[config.mk]
export PLATFORM = sky130hd
export DESIGN_NAME = dwws_accum
export DESIGN_NICKNAME = d
export VERILOG_FILES = /design/src/hdl/dwws_pkg.sv /design/src/hdl/dwws_accum.sv
export SDC_FILE = /design/constraint.sdc
export NUM_CORES = 1
export LEC_CHECK = 0
export BUFFER_PORTS_ARGS = -buffer_cell sky130_fd_sc_hd__buf_2
export CORE_MARGIN = 3
export CORE_UTILIZATION = 41
export DETAILED_ROUTE_END_ITERATION = 12
export GPL_ROUTABILITY_DRIVEN = 1
export GPL_TIMING_DRIVEN = 0
export SLEW_MARGIN = 25
export SYNTH_ARGS = -nofsm -noshare
export SYNTH_HDL_FRONTEND = slang
export SYNTH_SLANG_ARGS = --single-unit
[constraint.sdc]
create_clock -name clock -period 6.6 [get_ports clock]
set_input_delay 0.33 -clock clock [delete_from_list [all_inputs] [get_ports clock]]
set_output_delay 0.33 -clock clock [all_outputs]
set_load 0.05 [all_outputs]
[src/hdl/dwws_pkg.sv]
// Shared types and constants for the weighted window sum block.
// Field widths, register indexes, state encodings and the scan tap struct.
// No dependencies.
package dwws_pkg;

   localparam int INDEX_BITS     = 16;
   localparam int IN_VALUE_BITS  = 16;
   localparam int TOTAL_BITS     = 26;
   localparam int DIM_BITS       = 17;
   localparam int RADIUS_BITS    = 4;
   localparam int CSR_INDEX_BITS = 2;
   localparam int CELL_BITS      = 2 * DIM_BITS;

   // Edge cells add half their value.
   localparam int HALF_SHIFT = 1;

   localparam logic [DIM_BITS-1:0]    RESET_DIM    = 17'd256;
   localparam logic [RADIUS_BITS-1:0] RESET_RADIUS = 4'd7;
   localparam logic [TOTAL_BITS-1:0]  TOTAL_MAX    = '1;

   typedef enum logic {
      FUNC_WRITE = 1'b0,
      FUNC_QUERY = 1'b1
   } func_type;

   typedef enum logic [CSR_INDEX_BITS-1:0] {
      CSR_GRID_COLS = 2'd0,
      CSR_GRID_ROWS = 2'd1,
      CSR_RADIUS    = 2'd2
   } csr_index_type;

   typedef enum logic [1:0] {
      TOP_IDLE,
      TOP_BUSY,
      TOP_DELIVER
   } top_state_type;

   typedef enum logic [1:0] {
      SCAN_IDLE,
      SCAN_SETUP,
      SCAN_RUN
   } scan_state_type;

   typedef struct packed {
      logic valid;
      logic half;
      logic last;
   } tap_type;

endpackage

[src/hdl/dwws_accum.sv]
// Weighted accumulator: adds read data, halved for edge cells, and
// saturates the total at the end of a scan. Uses dwws_pkg.
module dwws_accum import dwws_pkg::*; #(
   parameter int VALUE_BITS = 16,
   parameter int MAX_RADIUS = 15
) (
   input  logic                  clock,
   input  logic                  reset,
   input  logic                  clear,
   input  tap_type               tap,
   input  logic [VALUE_BITS-1:0] rd_data,
   output logic                  done,
   output logic [TOTAL_BITS-1:0] total
);

   localparam int RB = $clog2(MAX_RADIUS + 1);
   localparam int AB = VALUE_BITS + 2 * RB + 2;

   tap_type               tap_ff;
   logic                  done_ff;
   logic [AB-1:0]         acc_ff, acc_in;
   logic [TOTAL_BITS-1:0] total_ff, total_in;
   logic [AB-1:0]         addend, sum;

   // Tap is registered to line up with the registered read data.
   always_comb begin
      addend = '0;
      if (tap_ff.valid) begin
         if (tap_ff.half) begin
            addend = AB'(rd_data >> HALF_SHIFT);
         end else begin
            addend = AB'(rd_data);
         end
      end
   end

   assign sum    = acc_ff + addend;
   assign acc_in = clear ? '0 : sum;

   always_comb begin
      total_in = total_ff;
      if (tap_ff.last) begin
         if (64'(sum) > 64'(TOTAL_MAX)) begin
            total_in = TOTAL_MAX;
         end else begin
            total_in = TOTAL_BITS'(sum);
         end
      end
   end

   always_ff @(posedge clock) begin
      if (reset) begin
         tap_ff  <= '0;
         done_ff <= 1'b0;
      end else begin
         tap_ff  <= tap;
         done_ff <= tap_ff.last;
      end
   end

   always_ff @(posedge clock) begin
      acc_ff   <= acc_in;
      total_ff <= total_in;
   end

   assign done  = done_ff;
   assign total = total_ff;

endmodule

* Word level (Yosys, flattened, before mapping)
Index checks and enable logic that the tools add are counted.
Cells by class: $add $sub $neg 1, multiplexer cells 2
Operator list (number):
- 26-bit adder | 1
- 26-bit two-way mux | 1
- 16-bit two-way mux | 1
Storage, ports and cells: bits in registers 56, input port bits 22, output and inout bits 27, logic and storage cells 9

* Logic depth before layout (Yosys ltp)
Gate-level depths: netlist of the first run.
depth in word-level cells 3, depth in mapped cells 13, gate-level depth less buffers 11

* Worst setup path before layout of the first run
Ideal clock, no wire load.
path kind reg-to-reg, start register tap_ff[1] (netlist bit), end register acc_ff[18], setup time 0.123 ns, arrival time 3.068 ns, required time 6.477 ns, setup slack 3.408 ns, cell stages (with the launch flop) 14, path buffers 2, period minus slack after synthesis 3.192 ns, cells stage by stage dfxtp_1 -> clkbuf_1 -> buf_1 -> mux2i_1 -> nor2b_1 -> ha_1 -> inv_1 -> fa_1 -> nand2b_1 -> a21oi_1 -> o211ai_1 -> a21oi_1 -> a32o_1 -> mux2_1
Between the ends: word-level cells in the longest chain between the ends 3
Ends and longest elaborated chain:
- start: declaration | RTL line dwws_accum.sv:19 | tap_type tap_ff;
- start signal: assignment | RTL line dwws_accum.sv:56 | tap_ff <= tap;
- 16-bit two-way mux | RTL line dwws_accum.sv:29 | if (tap_ff.half) begin
- 26-bit two-way mux | RTL line dwws_accum.sv:28 | if (tap_ff.valid) begin
- 26-bit adder | RTL line dwws_accum.sv:37 | assign sum = acc_ff + addend;
- end signal: assignment | RTL line dwws_accum.sv:62 | acc_ff <= acc_in;
- end: declaration | RTL line dwws_accum.sv:21 | logic [AB-1:0] acc_ff, acc_in;
Every way passes these cells. A chain may end at the register's enable or synchronous reset.

* Worst setup path after layout of the first run
start register tap_ff[1] (netlist bit), end register acc_ff[22]
The elaborated chain is that of the path after synthesis.

==> results of run 1 <==
-- power breakdown --
group | leakage (nW) | internal [W] | switching (W)
clock network | 0.0479 | 0.0000743 | 0.000111
logic | 0.984 | 0.0000454 | 0.0000813
registers | 0.507 | 0.000384 | 0.00000848
total | 1.54 | 0.000504 | 0.000201
-- sequential cells by signal, indices dropped and copies added, names as in the netlist --
register and count:
done 1, tap_ff 3, total 26, acc_ff 26
-- synthesized netlist by cell type (5+ instances only) --
cell	count	area, um2
nor2b_1	45	282
dfxtp_1	30	601
nor2_1	28	105
edfxtp_1	26	781
ha_1	16	200
mux2i_1	14	140
nand2_1	14	52.6
xnor2_1	14	123
a21oi_1	12	60.1
mux2_1	11	124
xor2_1	9	78.8
clkbuf_1	6	22.5
inv_1	6	22.5
a21o_1	5	37.5
-- per-stage QoR --
step                instance area [um2]  instances  total power (W)  worst slack [ns]  hold WS, ns
floorplan                          3090        291         0.000495              3.41        0.402
global placement                   3450        437         0.000526              2.83        0.534
detailed placement                 3450        437         0.000528              2.82        0.542
CTS                                3540        445         0.000715              2.78        0.203
global route                       3540        445         0.000740              2.49        0.208
finish                             3540        445         0.000704              2.84        0.215
-- final timing paths --
check                        start  slack, ns               endpoint  cells past startpoint
max           tap_ff[1]$_SDFF_PP0_       2.84  acc_ff[22]$_SDFF_PP0_                     13
min                          reset       0.22   tap_ff[0]$_SDFF_PP0_                      2
max reg2reg   tap_ff[1]$_SDFF_PP0_       2.84  acc_ff[22]$_SDFF_PP0_                     13
min reg2reg  acc_ff[25]$_SDFF_PP0_       0.57  acc_ff[25]$_SDFF_PP0_                      2
-- per-layer routing --
| layer | vias to the layer above | part of all wire (%) | track usage, % |
|---|---|---|---|
| met5 | - | 0 | 0 |
| met4 | 0 | 0.96 | 3.66 |
| met3 | 7 | 3.3 | 3.17 |
| met2 | 29 | 45 | 24.5 |
| met1 | 1036 | 51 | 22.0 |
| li1 | 1124 | - | - |
-- kinds of logic (layout without fill, tap and decap cells) --
| kind of cell | count (synthesis) | count (layout) | synth area share, % |
|---|---|---|---|
| mux | 28 | 28 | 9.62 |
| xor+xnor | 23 | 23 | 6.51 |
| flops | 56 | 56 | 44.6 |
| fa+ha+maj | 17 | 17 | 7.12 |
| buf+inv | 15 | 70 | 1.90 |
| simple gates | 108 | 108 | 18.6 |
| compound gates | 44 | 44 | 11.6 |
-- cell type report --
cell class | count | share of cell area [%]
Clock inverter | 3 | 0.530
Buffer | 9 | 1.02
Tap cell | 99 | 3.50
Multi-Input combinational cell | 220 | 46.7
Sequential cell | 56 | 39.0
Timing Repair Buffer | 47 | 6.64
Clock buffer | 5 | 1.94
Inverter | 6 | 0.636
==> results.yml, run 1 <==
sta:
  fin_crit_sh_pct: 56.9
  setup_viol_count_final: 0
  hold_viol: 0
  slew_headroom_pct: 56.4
  period_minus_slack_ns: 3.76
  rsz0062_at_grt: "no"
  clock.fmax_mhz: 266
  worst_pin_slew_ns: 0.655
  fin_tns_setup_ns: 0
  skew_ns: 0.00767
  drv_slew: 0
clocking:
  root_buffer: "clkbuf_8"
  cts_resized: 0
  cts_hold_buf: 0
  clk_pin_slew_ns: 0.10
  clkLatencyLatePin_ns: 0.31
  cts.sinks: 56
  clk_path_buf_depth: 2
  cts_max_level: 2
  cts_tree: "done"
  post-cts-setup-buffers: 0
  cts_buffers: 5
detailed_routing:
  ant_nets: 0
  drtPass1Iterations: 4
  drcViolationCount: 0
  route.detailed.wl_per_inst_um: 13.9
  post_drt_via_cell_ratio: 4.93
  via_count: 2196
  drtIter0Drc: 70
  finalWirelength_um: 6170
finish:
  utilization_pct: 48.6
  final_cell_mix: "buf_2, nor2b_1, dfxtp_1, nor2_1, edfxtp_1"
  layout_commonest_cell: "buf_2"
  drive_gt1_share_pct: 21.7
  nFillCells: 720
  finalNetCount: 384
  multi_input_area_um2: 1650
  area_growth_syn_to_layout_pct: 14.5
  area.sequential_um2: 1380
  diodes: 0
synthesis:
  syn_inst: 291
  synth-edff-count: 26
  ys.warnings.count: 0
  synthArstFlopShare_pct: 0
  ys_ff_latch: 56
  seq_area_frac_synth_pct: 44.6
  ys.flop_type: "dfxtp_1"
  syn_area_um2: 3090
  synthDistinctLibCells: 47
  syn-num-nets: 330
  avgSynthCellArea_um2: 10.6
power_and_ir_drop:
  ir_drop_uv: 101
  leakage_nw: 1.54
  p_per_area_nw_per_um2: 199
status:
  status: "finished, final reports clean"
worst_setup_path:
  crit_top_cell: "o211ai_1"
  crit_slowest_cell: "buf_1"
  crit_fanout: 10
  path_cells: "clkbuf_1 > buf_1 > mux2i_1 > nor2b_1 > ha_1 > inv_1 > fa_1 > nand2b_1 > a21oi_1 > o211ai_1 > a21boi_2 > o211ai_1 > mux2_1"
  crit_arrival_ns: 3.96
  slowest_delay_ns: 0.55
  startpoint_type: "flop"
  required_ns: 6.80
  crit_type: "flop to flop"
  cp.buffers_inverters: 3
  crit_family: "buffers and inverters"
  critPathCaptureType: "flop"
place:
  hpwlAfterDp_um: 4750
  place_congestion: 0.842
  place.port_buffers: 47
die:
  die_w_um: 92.9
  ioPinCount: 49
  rows: 31
  die-area_um2: 8620
  initial_core_util_pct: 42.4
  die_y_um: 92.9
  core_area_um2: 7290
min_path:
  hold_class: "input port to flop"
global_routing:
  grt_first_pass_wirelength_um: 10700
  grt_pass1_vias: 2199
  grt_overflow_total: 0
  grt_max_degree: 28
  grt_usage_pct: 15.6
  antenna_found_initial: 0
job:
  maxCapViolCount: 0
No activity file was read; power rests on OpenSTA's default activity.
==> inputs of run 2 (changes only) <==
- clock period: 6.6 -> 3.78 ns (I/O delays scaled with it)
==> run 2 against run 1 <==
- worst hold slack lost 0.14 ns
- flip-flop and latch count unchanged
- setup slack worse by 2.5 ns
- wire length about the same
- utilization up 0.051 points
- first-iteration DRC count down 8.6%
- cell count unchanged
- sequential share of layout area barely moved
- global-route usage is the same
- maximum frequency rose by 8.4%
==> results.yml, run 2 (synthesis gave the netlist of run 1 again) <==
finish:
  final_cell_mix: "buf_2, nor2b_1, dfxtp_1, nor2_1, edfxtp_1"
  diodes: 0
  area_growth_syn_to_layout_pct: 14.6
  layout_commonest_cell: "buf_2"
  drive_gt1_share_pct: 22.0
  final_cells: 445
  finalNetCount: 384
place:
  place_congestion: 0.842
  place.port_buffers: 47
  place_inst: 437
  hpwlAfterDp_um: 4750
power_and_ir_drop:
  leakage_nw: 1.54
  ir_drop_uv: 176
  p_per_area_nw_per_um2: 347
die:
  core_area_um2: 7290
  initial_core_util_pct: 42.4
  die_y_um: 92.9
  die_w_um: 92.9
  die-area_um2: 8620
  rows: 31
  ioPinCount: 49
clocking:
  cts_max_level: 2
  root_buffer: "clkbuf_8"
  cts.sinks: 56
  clk_path_buf_depth: 2
  cts_tree: "done"
  cts_buffers: 5
  clkLatencyLatePin_ns: 0.31
  clk_pin_slew_ns: 0.10
  cts_hold_buf: 0
worst_setup_path:
  critPathCaptureType: "flop"
  required_ns: 3.98
  crit_type: "flop to flop"
  crit_fanout: 10
  crit_arrival_ns: 3.67
  startpoint_type: "flop"
detailed_routing:
  drcViolationCount: 0
  via_count: 2196
  drtIter0Drc: 64
  route.detailed.wl_per_inst_um: 13.9
  ant_nets: 0
  drtPass1Iterations: 4
  finalWirelength_um: 6170
  post_drt_via_cell_ratio: 4.93
global_routing:
  grt_first_pass_wirelength_um: 10700
  grt_usage_pct: 15.6
  grt_overflow_total: 0
  antenna_found_initial: 0
  grt_max_degree: 28
  grt_pass1_vias: 2199
sta:
  fin_crit_sh_pct: 91.7
  setup_viol_count_final: 0
  skew_ns: 0.00766
  clock.fmax_mhz: 289
  worst_pin_slew_ns: 0.655
  hold_viol: 0
  fin_tns_setup_ns: 0
  drv_slew: 0
  rsz0062_at_grt: "no"
  period_minus_slack_ns: 3.46
  slew_headroom_pct: 56.4
min_path:
  hold_class: "input port to flop"
job:
  maxCapViolCount: 0
status:
  status: "finished, final reports clean"
-- run 2: cell types whose count changed in the layout (fill, tap and decap cells not counted) --
| cell | delta |
|---|---|
| buf_1 | -1 |
| clkbuf_4 | +1 |
-- run 2: cell type report --
class,count,area [um2]
Fill cell,718,3750
Timing Repair Buffer,47,235
Inverter,6,22.5
Sequential cell,56,1380
Tap cell,99,124
Clock buffer,5,68.8
Multi-Input combinational cell,220,1650
Buffer,9,40.0
Clock inverter,3,18.8
-- run 2: stage by stage --
| step | setup slack (ns) | area, um2 | power [W] | utilization, % | hold WS, ns |
|---|---|---|---|---|---|
| after floorplan | 0.588 | 3090 | 0.000864 | - | 0.261 |
| after global placement | 0.00846 | 3450 | 0.000919 | 47.4 | 0.396 |
| after detailed placement | -0.00450 | 3450 | 0.000922 | 47.4 | 0.401 |
| after CTS | 0.221 | 3540 | 0.00125 | 48.6 | 0.0618 |
| after global routing | 0.0172 | 3550 | 0.00129 | 48.6 | 0.0673 |
| final | 0.315 | 3550 | 0.00123 | 48.6 | 0.0744 |
-- run 2: critical path, cell delays in order (launching register included) --
cell,delay (ns)
dfxtp_1,0.32
clkbuf_1,0.34
clkbuf_4,0.34
mux2i_1,0.11
nor2b_1,0.15
ha_1,0.20
inv_1,0.06
fa_1,0.40
nand2b_1,0.19
a21oi_1,0.24
o211ai_1,0.21
a21boi_2,0.29
o211ai_1,0.19
mux2_1,0.33
-- run 2: power by group --
part | switching, W | internal, W
clock network | 0.000194 | 0.000130
registers | 0.0000148 | 0.000670
logic | 0.000142 | 0.0000796
-- run 2: timing repair --
action	CTS	global route
endpoints found under the setup margin	4	2
setup buffers	0	0
gates resized for setup	1	1
-- run 2: worst paths after layout --
check / endpoint / from / cells past startpoint / slack, ns
worst max-delay path: acc_ff[22]$_SDFF_PP0_ / tap_ff[1]$_SDFF_PP0_ / 13 / 0.32
worst min-delay path: tap_ff[0]$_SDFF_PP0_ / reset / 2 / 0.07
worst max register to register: acc_ff[22]$_SDFF_PP0_ / tap_ff[1]$_SDFF_PP0_ / 13 / 0.32
worst min register to register: acc_ff[25]$_SDFF_PP0_ / acc_ff[25]$_SDFF_PP0_ / 2 / 0.57
-- run 2: per-layer routing --
metal  global-route usage [%]  vias up  wire [um]
met5                        0        -          0
met4                     3.66        0         59
met3                     3.17        7        203
met2                     24.5       29       2780
met1                     22.0     1036       3120
li1                         -     1124          -
