### config.mk
export PLATFORM = sky130hd
export DESIGN_NAME = dwws_scan
export DESIGN_NICKNAME = d
export VERILOG_FILES = /design/src/hdl/dwws_pkg.sv /design/src/hdl/dwws_scan.sv
export SDC_FILE = /design/constraint.sdc
export NUM_CORES = 1
export LEC_CHECK = 0
export ABC_CLOCK_PERIOD_IN_PS = 22900
export BUFFER_PORTS_ARGS = -buffer_cell sky130_fd_sc_hd__buf_2
export CAP_MARGIN = 10
export CORE_ASPECT_RATIO = 0.6
export CORE_UTILIZATION = 60
export DETAILED_ROUTE_END_ITERATION = 8
export MAX_ROUTING_LAYER = met4
export PLACE_DENSITY = 0.78
export SYNTH_ARGS = -nofsm -noshare
export SYNTH_HDL_FRONTEND = slang
export SYNTH_SLANG_ARGS = --single-unit
### constraint.sdc
create_clock -name clock -period 22.9 [get_ports clock]
set_clock_uncertainty 0.15 [all_clocks]
set_input_delay 4.58 -clock clock [delete_from_list [all_inputs] [get_ports clock]]
set_output_delay 4.58 -clock clock [all_outputs]
set_load 0.02 [all_outputs]
### src/hdl/dwws_pkg.sv
// Shared types and constants for the weighted window sum block.
// Field widths, register indexes, state encodings and the scan tap struct.
// No dependencies.
package dwws_pkg;

   localparam int INDEX_BITS     = 16;
   localparam int IN_VALUE_BITS  = 16;
   localparam int TOTAL_BITS     = 26;
   localparam int DIM_BITS       = 17;
   localparam int RADIUS_BITS    = 4;
   localparam int CSR_INDEX_BITS = 2;
   localparam int CELL_BITS      = 2 * DIM_BITS;

   // Edge cells add half their value.
   localparam int HALF_SHIFT = 1;

   localparam logic [DIM_BITS-1:0]    RESET_DIM    = 17'd256;
   localparam logic [RADIUS_BITS-1:0] RESET_RADIUS = 4'd7;
   localparam logic [TOTAL_BITS-1:0]  TOTAL_MAX    = '1;

   typedef enum logic {
      FUNC_WRITE = 1'b0,
      FUNC_QUERY = 1'b1
   } func_type;

   typedef enum logic [CSR_INDEX_BITS-1:0] {
      CSR_GRID_COLS = 2'd0,
      CSR_GRID_ROWS = 2'd1,
      CSR_RADIUS    = 2'd2
   } csr_index_type;

   typedef enum logic [1:0] {
      TOP_IDLE,
      TOP_BUSY,
      TOP_DELIVER
   } top_state_type;

   typedef enum logic [1:0] {
      SCAN_IDLE,
      SCAN_SETUP,
      SCAN_RUN
   } scan_state_type;

   typedef struct packed {
      logic valid;
      logic half;
      logic last;
   } tap_type;

endpackage

### src/hdl/dwws_scan.sv
// Window scan sequencer: walks the square of offsets around a centre and
// issues one read per cell inside the disk and the grid. Uses dwws_pkg.
module dwws_scan import dwws_pkg::*; #(
   parameter int ADDR_BITS  = 16,
   parameter int MAX_RADIUS = 15
) (
   input  logic                   clock,
   input  logic                   reset,
   input  logic                   start,
   input  logic [INDEX_BITS-1:0]  centre,
   input  logic [DIM_BITS-1:0]    grid_cols,
   input  logic [DIM_BITS-1:0]    grid_rows,
   input  logic [RADIUS_BITS-1:0] radius,
   output logic                   rd_en,
   output logic [ADDR_BITS-1:0]   rd_addr,
   output tap_type                tap
);

   localparam int RB     = $clog2(MAX_RADIUS + 1);
   localparam int OB     = RB + 1;
   localparam int DB     = 2 * RB + 2;
   localparam int LB_MIN = DIM_BITS + RB + 2;
   localparam int LB     = (LB_MIN > ADDR_BITS + 1) ? LB_MIN : ADDR_BITS + 1;

   scan_state_type state_ff, state_in;

   logic [INDEX_BITS-1:0] centre_ff, centre_in;
   logic [RB-1:0]         r_ff, r_in;
   logic [CELL_BITS-1:0]  cells_ff, cells_in;
   logic [LB-1:0]         lin_ff, lin_in;
   logic [LB-1:0]         row_step_ff, row_step_in;
   logic [OB-1:0]         i_ff, i_in;
   logic [OB-1:0]         j_ff, j_in;
   logic [DB-1:0]         outer_ff, outer_in;
   logic [DB-1:0]         inner_ff, inner_in;

   logic [OB-1:0]          r_pos, neg_r, r_plus1, i_neg, j_neg;
   logic [RB-1:0]          r_minus1, i_mag, j_mag;
   logic [DIM_BITS+RB-1:0] r_times_cols;
   logic [DB-1:0]          dist_sq;
   logic                   in_disk, in_grid, row_end, last;

   assign r_pos        = {1'b0, r_ff};
   assign neg_r        = ~r_pos + OB'(1);
   assign r_plus1      = r_pos + OB'(1);
   assign r_minus1     = (r_ff == '0) ? RB'(1) : r_ff - RB'(1);
   assign r_times_cols = (DIM_BITS+RB)'(r_ff) * (DIM_BITS+RB)'(grid_cols);

   assign i_neg   = ~i_ff + OB'(1);
   assign j_neg   = ~j_ff + OB'(1);
   assign i_mag   = i_ff[OB-1] ? i_neg[RB-1:0] : i_ff[RB-1:0];
   assign j_mag   = j_ff[OB-1] ? j_neg[RB-1:0] : j_ff[RB-1:0];
   assign dist_sq = DB'(i_mag) * DB'(i_mag) + DB'(j_mag) * DB'(j_mag);

   assign in_disk = dist_sq <= outer_ff;
   assign in_grid = !lin_ff[LB-1] && (CELL_BITS'(lin_ff[LB-2:0]) < cells_ff);
   assign row_end = i_ff == r_pos;
   assign last    = row_end && (j_ff == r_pos);

   // Next state
   always_comb begin
      state_in = state_ff;
      case (state_ff)
         SCAN_IDLE: begin
            if (start) begin
               state_in = SCAN_SETUP;
            end
         end
         SCAN_SETUP: begin
            state_in = SCAN_RUN;
         end
         SCAN_RUN: begin
            if (last) begin
               state_in = SCAN_IDLE;
            end
         end
         default: begin
            state_in = SCAN_IDLE;
         end
      endcase
   end

   // Outputs
   always_comb begin
      rd_en     = 1'b0;
      tap.valid = 1'b0;
      tap.half  = dist_sq > inner_ff;
      tap.last  = 1'b0;
      case (state_ff)
         SCAN_RUN: begin
            rd_en     = in_disk && in_grid;
            tap.valid = in_disk && in_grid;
            tap.last  = last;
         end
         default: begin
            rd_en = 1'b0;
         end
      endcase
   end

   assign rd_addr = lin_ff[ADDR_BITS-1:0];

   // Datapath next values
   always_comb begin
      centre_in   = centre_ff;
      r_in        = r_ff;
      cells_in    = cells_ff;
      lin_in      = lin_ff;
      row_step_in = row_step_ff;
      i_in        = i_ff;
      j_in        = j_ff;
      outer_in    = outer_ff;
      inner_in    = inner_ff;
      case (state_ff)
         SCAN_IDLE: begin
            // Latch centre, clamp radius, take the grid size.
            centre_in = centre;
            cells_in  = CELL_BITS'(grid_cols) * CELL_BITS'(grid_rows);
            if (32'(radius) > MAX_RADIUS) begin
               r_in = RB'(MAX_RADIUS);
            end else begin
               r_in = RB'(radius);
            end
         end
         SCAN_SETUP: begin
            // First neighbor sits at centre - r*cols - r.
            lin_in      = LB'(centre_ff) - LB'(r_times_cols) - LB'(r_ff);
            row_step_in = LB'(grid_cols) - LB'({r_ff, 1'b0});
            i_in        = neg_r;
            j_in        = neg_r;
            outer_in    = DB'(r_plus1) * DB'(r_plus1);
            inner_in    = DB'(r_minus1) * DB'(r_minus1);
         end
         SCAN_RUN: begin
            if (row_end) begin
               i_in   = neg_r;
               j_in   = j_ff + OB'(1);
               lin_in = lin_ff + row_step_ff;
            end else begin
               i_in   = i_ff + OB'(1);
               lin_in = lin_ff + LB'(1);
            end
         end
         default: begin
            lin_in = lin_ff;
         end
      endcase
   end

   always_ff @(posedge clock) begin
      if (reset) begin
         state_ff <= SCAN_IDLE;
      end else begin
         state_ff <= state_in;
      end
   end

   always_ff @(posedge clock) begin
      centre_ff   <= centre_in;
      r_ff        <= r_in;
      cells_ff    <= cells_in;
      lin_ff      <= lin_in;
      row_step_ff <= row_step_in;
      i_ff        <= i_in;
      j_ff        <= j_in;
      outer_ff    <= outer_in;
      inner_ff    <= inner_in;
   end

endmodule

After elaboration in Yosys (flattened, before gate mapping)
Index checks and enable logic that the tools add are counted.

Register bits: 130. Bits in latches: 0. Memory bits (writable): 0. ROM bits: 0. Input port bits: 57. Output and inout bits: 20. Memories: 0.

Add/sub/neg operators: 13. Multipliers: 6. Div/mod/pow operators: 0. Order comparisons: 3. Equality and inequality tests: 7. Shifts and indexed selects: 0. Mux-type cells: 14. Bitwise logic cells: 3. Reduce and logical (&&, ||, !) cells: 9.

Operator list (number): $pmux W23 S2 (1); $lt A22 B34 Y1 (1); $mul A17 B17 Y34 (1); $mul A4 B4 Y8 (3); $add A23 B1 Y23 const B (1); $add A23 B23 Y23 (1); $mux W23 (1); $sub A22 B5 Y23 (1); $sub A16 B21 Y22 (1); $mul A4 B17 Y21 (1); $pmux W5 S2 (2); $sub A17 B5 Y18 (1); $add A5 B1 Y5 const B (3); $mux W4 (3); $eq A5 B4 Y1 (2); $le A9 B10 Y1 (1); $mul A5 B5 Y10 (1); $mux W5 (2); $add A8 B8 Y9 (1); $gt A9 B8 Y1 (1); $add A4 B1 Y4 const B (2); $not A4 Y4 (2); $ne A2 B2 Y1 const B (3); $pmux W2 S3 (1); 13 further kinds (18).

Logic depth before layout (Yosys ltp)
Gate-level depths: netlist of the first run.

Depth in word-level cells: 8. Depth in mapped cells: 28. Depth with buffers taken out: 26.

Worst setup path after synthesis of the first run
OpenSTA, ideal clock, no wires.

Path type: in2reg. Start point: input grid_cols[12]. End point: register cells_ff[30], data pin. Setup time: 158 ps. Arrival: 10793 ps. Required time: 22592 ps. Path slack: 11799 ps. Stages on the path: 24. Cells stage by stage: clkbuf_1 > clkbuf_1 > nand2_1 > fa_1 > inv_1 > fa_1 > inv_1 > fa_1 > inv_1 > fa_1 > fa_1 > inv_1 > fa_1 > inv_1 > ha_1 > clkbuf_1 > a21o_1 > o21a_1 > a21boi_1 > a31oi_1 > a211oi_1 > o31ai_1 > or4b_1 > o211ai_1.

Word-level cells in the longest chain between the ends: 1.

RTL lines: start: declaration (line dwws_scan.sv:11) `input logic [DIM_BITS-1:0] grid_cols,`; $mul A17 B17 Y34 (line dwws_scan.sv:118) `cells_in = CELL_BITS'(grid_cols) * CELL_BITS'(grid_rows);`; end signal: assignment (line dwws_scan.sv:161) `cells_ff <= cells_in;`; end: declaration (line dwws_scan.sv:29) `logic [CELL_BITS-1:0] cells_ff, cells_in;`.

No other way between the ends. A chain may end at the register's enable or synchronous reset.

==> metrics.txt, run 1 <==
status completed; H-tree depth reported by CTS 4; count of input and output buffers 76; DRC viols 0; fraction of layout cells with a size suffix above 1 5.92%; largest net degree at the start of global routing 56; final core occ 64.4%; largest fanout on the critical path 9; Max Clk Rate 84.1 MHz; Slew Limit Headroom 28.9%; clk sinks 123; CTS Hold Buffers Added 0; Crit path required time 18.17 ns; top-area cell type share of the netlist area 26.6%; synthesized flop and latch total 123; Final min period 11.89 ns; crit-path max cell delay 0.59 ns; Crit-path slowest cell edfxtp_1; area leader, netlist fa_1; antenna-violating nets left 0; Synth warnings 0; post-CTS resize count 0; M1 wire length 26.1 mm; CP Data Arrival Time 7.16 ns; Setup Total Neg Slack 0 ns; # IOs 77; number of synthesized flops with an enable pin 121; Worst Hold Class reg -> reg; critical path class reg -> out; DR WL met2 23.0 mm; met3 wire length 7.33 mm; post-CTS setup buffers 0; Final Hold Viols 0; fill count 2777; max-cap viol count 0; Core Area 35100 um^2; Setup crit end kind output port; setup ws final 11.01 ns; routed vias/inst 5.80; P&R area growth vs syn 5.42%; row cnt 53; RSZ-0062 raised after global routing no; CTS tree done; Startpoint Class flop; DP HPWL 46.1 mm; Seq/Total Area, Yosys 17.1%; area of the die 36500 um^2; largest cells by area after synthesis fa_1 (27%), edfxtp_1 (17%), ha_1 (15%); Initial Utilization 61.1%; wire per inst 20.2 um; DIE HEIGHT 148 um; global placement routability congestion 0.993; Pins Over Slew Limit 0; routed vias 16520; first-pass GRT wire length 92.2 mm; gr usage total 34.2%; DRT iter0 DRCs 1521; vias in the first global route 16780; cell mode on critical path inv_1; DR top layer met4; CTS Buffer Depth 2; chip width 246 um; most common cell in the netlist inv_1; global route overflow 0; CTS Root Cell clkbuf_16; Post-Syn Area per Cell 9.06 um^2; fin nets 2966; initial antenna violation count 1; transition time at the pin with the least slew margin 1.04 ns; Synth async-reset ratio 0%; fin crit share 51.9%; Setup violations, final 0; number of CTS-inserted buffers 17; Distinct cells, synth 82; 1st-pass router iterations 6; Mapped Nets 2965; top cells by count, synth inv_1 (476), fa_1 (285), nand2_1 (280); Gate Count Post-Synth 2367; Clock transition at path regs 0.07 ns; Top FF cell, synth edfxtp_1; Post-Syn Area 21400 um^2; WL final 57.4 mm; clk_lat worst skew 0.45 ns; pre-CTS WS 11.28 ns
==> final cells by class <==
| type | count | area [um^2] | share of cell area, % |
|---|---|---|---|
| timing repair buffer | 85 | 453 | 2.00 |
| antenna | 1 | 2.50 | 0.0111 |
| tap | 467 | 584 | 2.59 |
| inverter | 477 | 1790 | 7.92 |
| multi-input combinational | 1664 | 15500 | 68.6 |
| clock buffer | 17 | 425 | 1.88 |
| sequential | 123 | 3670 | 16.3 |
| clock inverter | 15 | 164 | 0.725 |
==> stage by stage <==
step	instance area [um^2]	cells	hold WS, ns
2_1_floorplan	21400	2367	0.341
3_3_place_gp	22000	2815	0.359
3_5_place_dp	22000	2815	0.381
4_1_cts	22600	2847	0.395
5_1_grt	22600	2849	0.432
6_report	22600	2849	0.388
==> registers in the layout, indices dropped and copies added (netlist names), 5 cells and up <==
name,count
j_ff,5
centre_ff,16
outer_ff,9
inner_ff,7
lin_ff,23
row_step_ff,18
cells_ff,34
i_ff,5
==> path summary, 6_finish.rpt <==
| path | depth (start not counted) | start | to | slack (ns) |
|---|---|---|---|---|
| max | 26 | i_ff[0] | tap[2] | 11.01 |
| min | 2 | state_ff[0] | state_ff[0] | 0.39 |
| min reg2reg | 2 | state_ff[0] | state_ff[0] | 0.39 |
| max reg2reg | 18 | r_ff[2] | lin_ff[20] | 16.57 |
==> critical path: cells and delay by family (launching register included) <==
kind / cells / cell delay (ns)
adders and majority gates: 8 / 3.18
muxes: 1 / 0.29
AOI/OAI and AO/OA: 4 / 0.87
buffers and inverters: 7 / 0.78
DFF: 1 / 0.59
xor gates and xnor gates: 1 / 0.39
and+or+nand+nor: 5 / 0.60
==> layout by cell type (no fill, tap or decap), drive strengths merged, types with 18 or more instances in the layout <==
master  instances
inv           480
fa            285
nand2         280
ha            256
and2          168
edfxtp        121
a21oi          93
buf            84
nor2           82
xnor2          82
o21ai          59
xor2           43
a21o           36
nor3           34
nand3          27
nand2b         22
nor2b          21
o21a           18
==> per-layer routing <==
layer / GRT usage, % / vias to the layer above
li1: - / 7495
met3: 11.0 / 69
met1: 50.2 / 8106
met2: 45.7 / 850
met5: - / -
met4: 7.27 / 0
==> logic make-up (layout without fill, tap and decap cells) <==
logic type / after synthesis / in the layout / share of synthesized area, %
AND/OR/NAND/NOR: 694 / 694 / 16.3
XOR/XNOR: 125 / 125 / 5.28
buffers and inverters: 580 / 594 / 10.6
adder cells (fa/ha/maj): 541 / 541 / 41.6
AO/OA/AOI/OAI: 295 / 295 / 8.80
flip-flops: 123 / 123 / 17.1
other: 1 / 2 / 0.0175
multiplexers: 8 / 8 / 0.379
Power of run 1 is not shown: default switching activity piles up to over one toggle a cycle in this logic, so the estimate is an artifact.
==> run 2, diff against run 1 <==
--- a/config.mk
+++ b/config.mk
@@ -5,7 +5,7 @@
 export SDC_FILE = /design/constraint.sdc
 export NUM_CORES = 1
 export LEC_CHECK = 0
-export ABC_CLOCK_PERIOD_IN_PS = 22900
+export ABC_CLOCK_PERIOD_IN_PS = 11500
 export BUFFER_PORTS_ARGS = -buffer_cell sky130_fd_sc_hd__buf_2
 export CAP_MARGIN = 10
 export CORE_ASPECT_RATIO = 0.6
==> constraint.sdc (replaced) <==
create_clock -name clock -period 11.5 [get_ports clock]
set_clock_uncertainty 0.15 [all_clocks]
set_input_delay 2.3 -clock clock [delete_from_list [all_inputs] [get_ports clock]]
set_output_delay 2.3 -clock clock [all_outputs]
set_load 0.02 [all_outputs]
==> run 2 against run 1 <==
  * Sequential cell count unchanged
  * Die area unchanged
  * Global-route usage decreased by 0.66 points
  * Utilization increased by 0.089 points
  * Critical path depth unchanged
  * Wire length decreased by 1.5%
  * Non-clock buffer count decreased by 1
  * Critical path type unchanged
  * Final cell count about the same
  * Via count decreased by 0.91%
  * First-iteration DRC count decreased by 11%
  * Worst hold slack improved by 0.010 ns
  * Final area increased by 0.14%
==> metrics.txt, run 2 (synthesized netlist as in run 1, its figures left out) <==
number of flip-flops in the largest register 34; FF-to-FF Start r_ff[3]; number of CTS-inserted buffers 17; cell mode on critical path inv_1; Final Hold Viols 0; fraction of layout cells with a size suffix above 1 5.92%; Final min period 9.54 ns; DP HPWL 45.1 mm; count of input and output buffers 76; gr usage total 33.5%; fill count 2830; CP Data Arrival Time 7.09 ns; WL final 56.5 mm; Crit path max-delay family adder cells; CTS tree done; Startpoint Class flop; initial antenna violation count 0; transition time at the pin with the least slew margin 1.24 ns; Max Clk Rate 105 MHz; Crit-path slowest cell edfxtp_1; CTS Hold Buffers Added 0; H-tree depth reported by CTS 4; Slew Limit Headroom 17.5%; status completed; fin nets 2965; clk sinks 123; post-CTS resize count 0; Pins Over Slew Limit 0; global route overflow 0; global placement routability congestion 0.985; 1st-pass router iterations 5; Largest regs cells_ff x34, lin_ff x23, row_step_ff x18; Crit path required time 9.05 ns; critical path depth in cells 26; first-pass GRT wire length 90.7 mm; Hold Path Cell Cnt 2; Reg2Reg Depth 16; DIE HEIGHT 148 um; commonest non-fill, non-tap cell in the layout inv_1; Clock transition at path regs 0.06 ns; largest fanout on the critical path 9; Setup crit end kind output port; Worst Hold Class reg -> reg; CTS Root Cell clkbuf_16; Initial Utilization 61.1%; max-cap viol count 0; ant diodes 0; DRC viols 0; routed vias/inst 5.75; chip width 246 um; antenna-violating nets left 0; clk_lat worst skew 0.45 ns; CTS Buffer Depth 2; # IOs 77; vias in the first global route 16598; critical path class reg -> out; P&R area growth vs syn 5.56%; DRT iter0 DRCs 1355; routed vias 16370; crit path launch i_ff[0]; largest net degree at the start of global routing 56; fin crit share 83.0%; post-CTS setup buffers 0; Setup Total Neg Slack 0 ns; Setup violations, final 0; row cnt 53; Core Area 35100 um^2; leading cell types in the layout, fill and taps excluded inv_1 (476), fa_1 (285), nand2_1 (280); area of the die 36500 um^2; wire per inst 19.9 um; Biggest register cells_ff; hold path start state_ff[0]; crit-path max cell delay 0.59 ns; RSZ-0062 raised after global routing no; Bufs and invs on worst path 7
run 2: changes by cell type in the layout (fill, tap and decap cells not counted):
cell	before	now
bufinv_16	2	4
clkinv_4	5	3
clkinv_2	2	1
diode_2	1	0
dlymetal6s2s_1	1	0
inv_6	4	5
run 2: layout make-up:
class / count / area (um^2) / area share (%)
clock buffer: 17 / 425 / 1.88
clock inverter: 15 / 210 / 0.929
inverter: 477 / 1790 / 7.91
multi-input combinational: 1664 / 15500 / 68.5
sequential: 123 / 3670 / 16.2
tap: 467 / 584 / 2.58
timing repair buffer: 84 / 440 / 1.95
run 2: metal layers:
metal	track usage (%)	share of wire [%]	wire length, um
met1	49.6	47	26600
met5	-	0	0
met2	44.7	40	22400
met4	6.21	1.3	732
met3	10.9	12	6760
run 2: worst min-delay path: stages (launching register included):
cell     delay, ns
dfxtp_1       0.33
mux2i_1       0.13
nor2_1        0.05
run 2: through the flow:
stage | instance area, um^2 | hold slack, ns | cells | setup WS (ns) | util [%]
6_report | 22600 | 0.398 | 2847 | 1.96 | 64.5
5_1_grt | 22600 | 0.430 | 2847 | 1.62 | 64.5
4_1_cts | 22600 | 0.400 | 2847 | 2.07 | 64.5
3_5_place_dp | 22000 | 0.386 | 2815 | 2.16 | 62.7
3_3_place_gp | 22000 | 0.363 | 2815 | 2.37 | 62.7
2_1_floorplan | 21400 | 0.341 | 2367 | 2.68 | -
run 2: path summary, 6_finish.rpt:
kind / end / slack, ns
max reg2reg: lin_ff[20] / 4.67
min: state_ff[0] / 0.40
max: tap[2] / 1.96
min reg2reg: state_ff[0] / 0.40
Power of run 2 is left out for the same reason.
==> run 3, diff against run 2 <==
--- a/config.mk
+++ b/config.mk
@@ -5,14 +5,14 @@
 export SDC_FILE = /design/constraint.sdc
 export NUM_CORES = 1
 export LEC_CHECK = 0
-export ABC_CLOCK_PERIOD_IN_PS = 11500
+export ABC_CLOCK_PERIOD_IN_PS = 8000
 export BUFFER_PORTS_ARGS = -buffer_cell sky130_fd_sc_hd__buf_2
 export CAP_MARGIN = 10
 export CORE_ASPECT_RATIO = 0.6
-export CORE_UTILIZATION = 60
+export CORE_UTILIZATION = 59
 export DETAILED_ROUTE_END_ITERATION = 8
 export MAX_ROUTING_LAYER = met4
-export PLACE_DENSITY = 0.78
+export PLACE_DENSITY = 0.79
 export SYNTH_ARGS = -nofsm -noshare
 export SYNTH_HDL_FRONTEND = slang
 export SYNTH_SLANG_ARGS = --single-unit
==> constraint.sdc (replaced) <==
create_clock -name clock -period 8 [get_ports clock]
set_clock_uncertainty 0.15 [all_clocks]
set_input_delay 1.6 -clock clock [delete_from_list [all_inputs] [get_ports clock]]
set_output_delay 1.6 -clock clock [all_outputs]
set_load 0.02 [all_outputs]
==> run 3 against run 2 <==
  * Clock-buffer cell count grew 2
  * Utilization grew 1.4 points
  * Final cell count grew 3.2%
  * Non-clock buffer count grew 89
  * Via count grew 4.3%
  * Global-route usage grew 1.5 points
  * Sequential cell count is the same
  * Register-to-register slack lost 3.3 ns
  * First-iteration DRC count grew 29%
  * Die area grew 1.7%
  * Critical endpoint is now rd_en
==> metrics.txt, run 3 (synthesized netlist as in run 1, its figures left out) <==
leading cell types in the layout, fill and taps excluded inv_1 (472), fa_1 (283), nand2_1 (278); vias in the first global route 17309; # IOs 77; clk_lat worst skew 0.44 ns; Final Hold Viols 0; P&R area growth vs syn 8.94%; global route overflow 0; global placement routability congestion 0.998; cell mode on critical path buf_4; Crit path required time 6.25 ns; antenna-violating nets left 0; CTS Buffer Depth 2; DP HPWL 49.1 mm; crit-path max cell delay 0.56 ns; routed vias/inst 5.81; Setup Total Neg Slack 0 ns; CTS Hold Buffers Added 0; Core Area 35400 um^2; largest fanout on the critical path 3; Clock transition at path regs 0.06 ns; critical path class reg -> out; initial antenna violation count 2; number of flip-flops in the largest register 34; Largest regs cells_ff x34, lin_ff x23, row_step_ff x18; transition time at the pin with the least slew margin 0.922 ns; Startpoint Class flop; Crit-path slowest cell fa_1; largest net degree at the start of global routing 56; Max Clk Rate 127 MHz; CTS tree done; Initial Utilization 60.5%; commonest non-fill, non-tap cell in the layout inv_1; fin nets 3054; final instance count without filler cells 2939; gr usage total 35.0%; fill count 2872; row cnt 53; CP Data Arrival Time 6.14 ns; Worst Hold Class reg -> reg; Biggest register cells_ff; wire per inst 20.4 um; Final min period 7.89 ns; 1st-pass router iterations 6; status completed; placed insts 2884; fraction of layout cells with a size suffix above 1 10.2%; DRT iter0 DRCs 1745; routed vias 17071; Setup crit end kind output port; number of CTS-inserted buffers 17; count of input and output buffers 76; Slew Limit Headroom 38.5%; max-cap viol count 0; clk sinks 123; CTS Root Cell clkbuf_16; H-tree depth reported by CTS 4; final core occ 65.9%; area of the die 37100 um^2; DIE HEIGHT 150 um; WL final 60.0 mm; fin crit share 98.6%; DRC viols 0; Setup violations, final 0; first-pass GRT wire length 95.3 mm; Pins Over Slew Limit 0; chip width 248 um
[run 3: cell types whose count changed in the layout (fill, tap and decap cells not counted), moves of 4 or more]
cell      previous run  this run
buf_4                8        98
clkinv_2             1         6
inv_6                5         0
inv_1              476       472
inv_2                0         4
xnor2_1             81        77
[run 3: worst max-delay path: cells and delay by family, from the launching register on]
kind                     cells  cell delay [ns]
adder cells (fa/ha/maj)      7             2.41
buffers and inverters       10             1.12
AO/OA/AOI/OAI                5             0.84
flip-flops                   1             0.47
XOR/XNOR                     2             0.43
AND/OR/NAND/NOR              5             0.42
[run 3: worst paths after layout]
| path | start | endpoint | slack, ns | cells past startpoint |
|---|---|---|---|---|
| worst max register to register | r_ff[2] | lin_ff[20] | 1.39 | 17 |
| worst min-delay path | state_ff[0] | state_ff[0] | 0.40 | 2 |
| worst min register to register | state_ff[0] | state_ff[0] | 0.40 | 2 |
| worst max-delay path | i_ff[0] | rd_en | 0.11 | 29 |
[run 3: repair_timing]
action                     CTS  global route
resized for setup           14            18
setup endpoints to repair    2             2
setup buffers               13             7
pin swaps                   11            12
[run 3: final cells by class]
class | instances | area (um^2) | area share, %
multi-input cells | 1664 | 15600 | 66.9
well taps | 467 | 584 | 2.50
flip-flops and latches | 123 | 3670 | 15.7
clock buffers | 19 | 433 | 1.85
inverters | 477 | 1790 | 7.67
clock inverters | 13 | 104 | 0.445
diodes | 3 | 7.51 | 0.0321
repair buffers | 173 | 1130 | 4.82
[run 3: per-layer routing]
layer | up-vias | track usage, % | part of all wire, %
li1 | 7665 | - | -
met1 | 8435 | 52.6 | 46
met2 | 887 | 47.3 | 40
met3 | 84 | 8.88 | 12
met4 | 0 | 6.96 | 1.6
met5 | - | - | 0
[run 3: through the flow]
step                      setup WS (ns)  instance area (um^2)  hold slack (ns)
after floorplan                  0.0549                 21400            0.341
final                             0.112                 23400            0.403
after CTS                       0.00448                 23200            0.406
after global routing            -0.0433                 23300            0.436
after global placement           0.0433                 22500            0.364
after detailed placement        -0.0382                 22500            0.394
Power of run 3 is left out for the same reason.
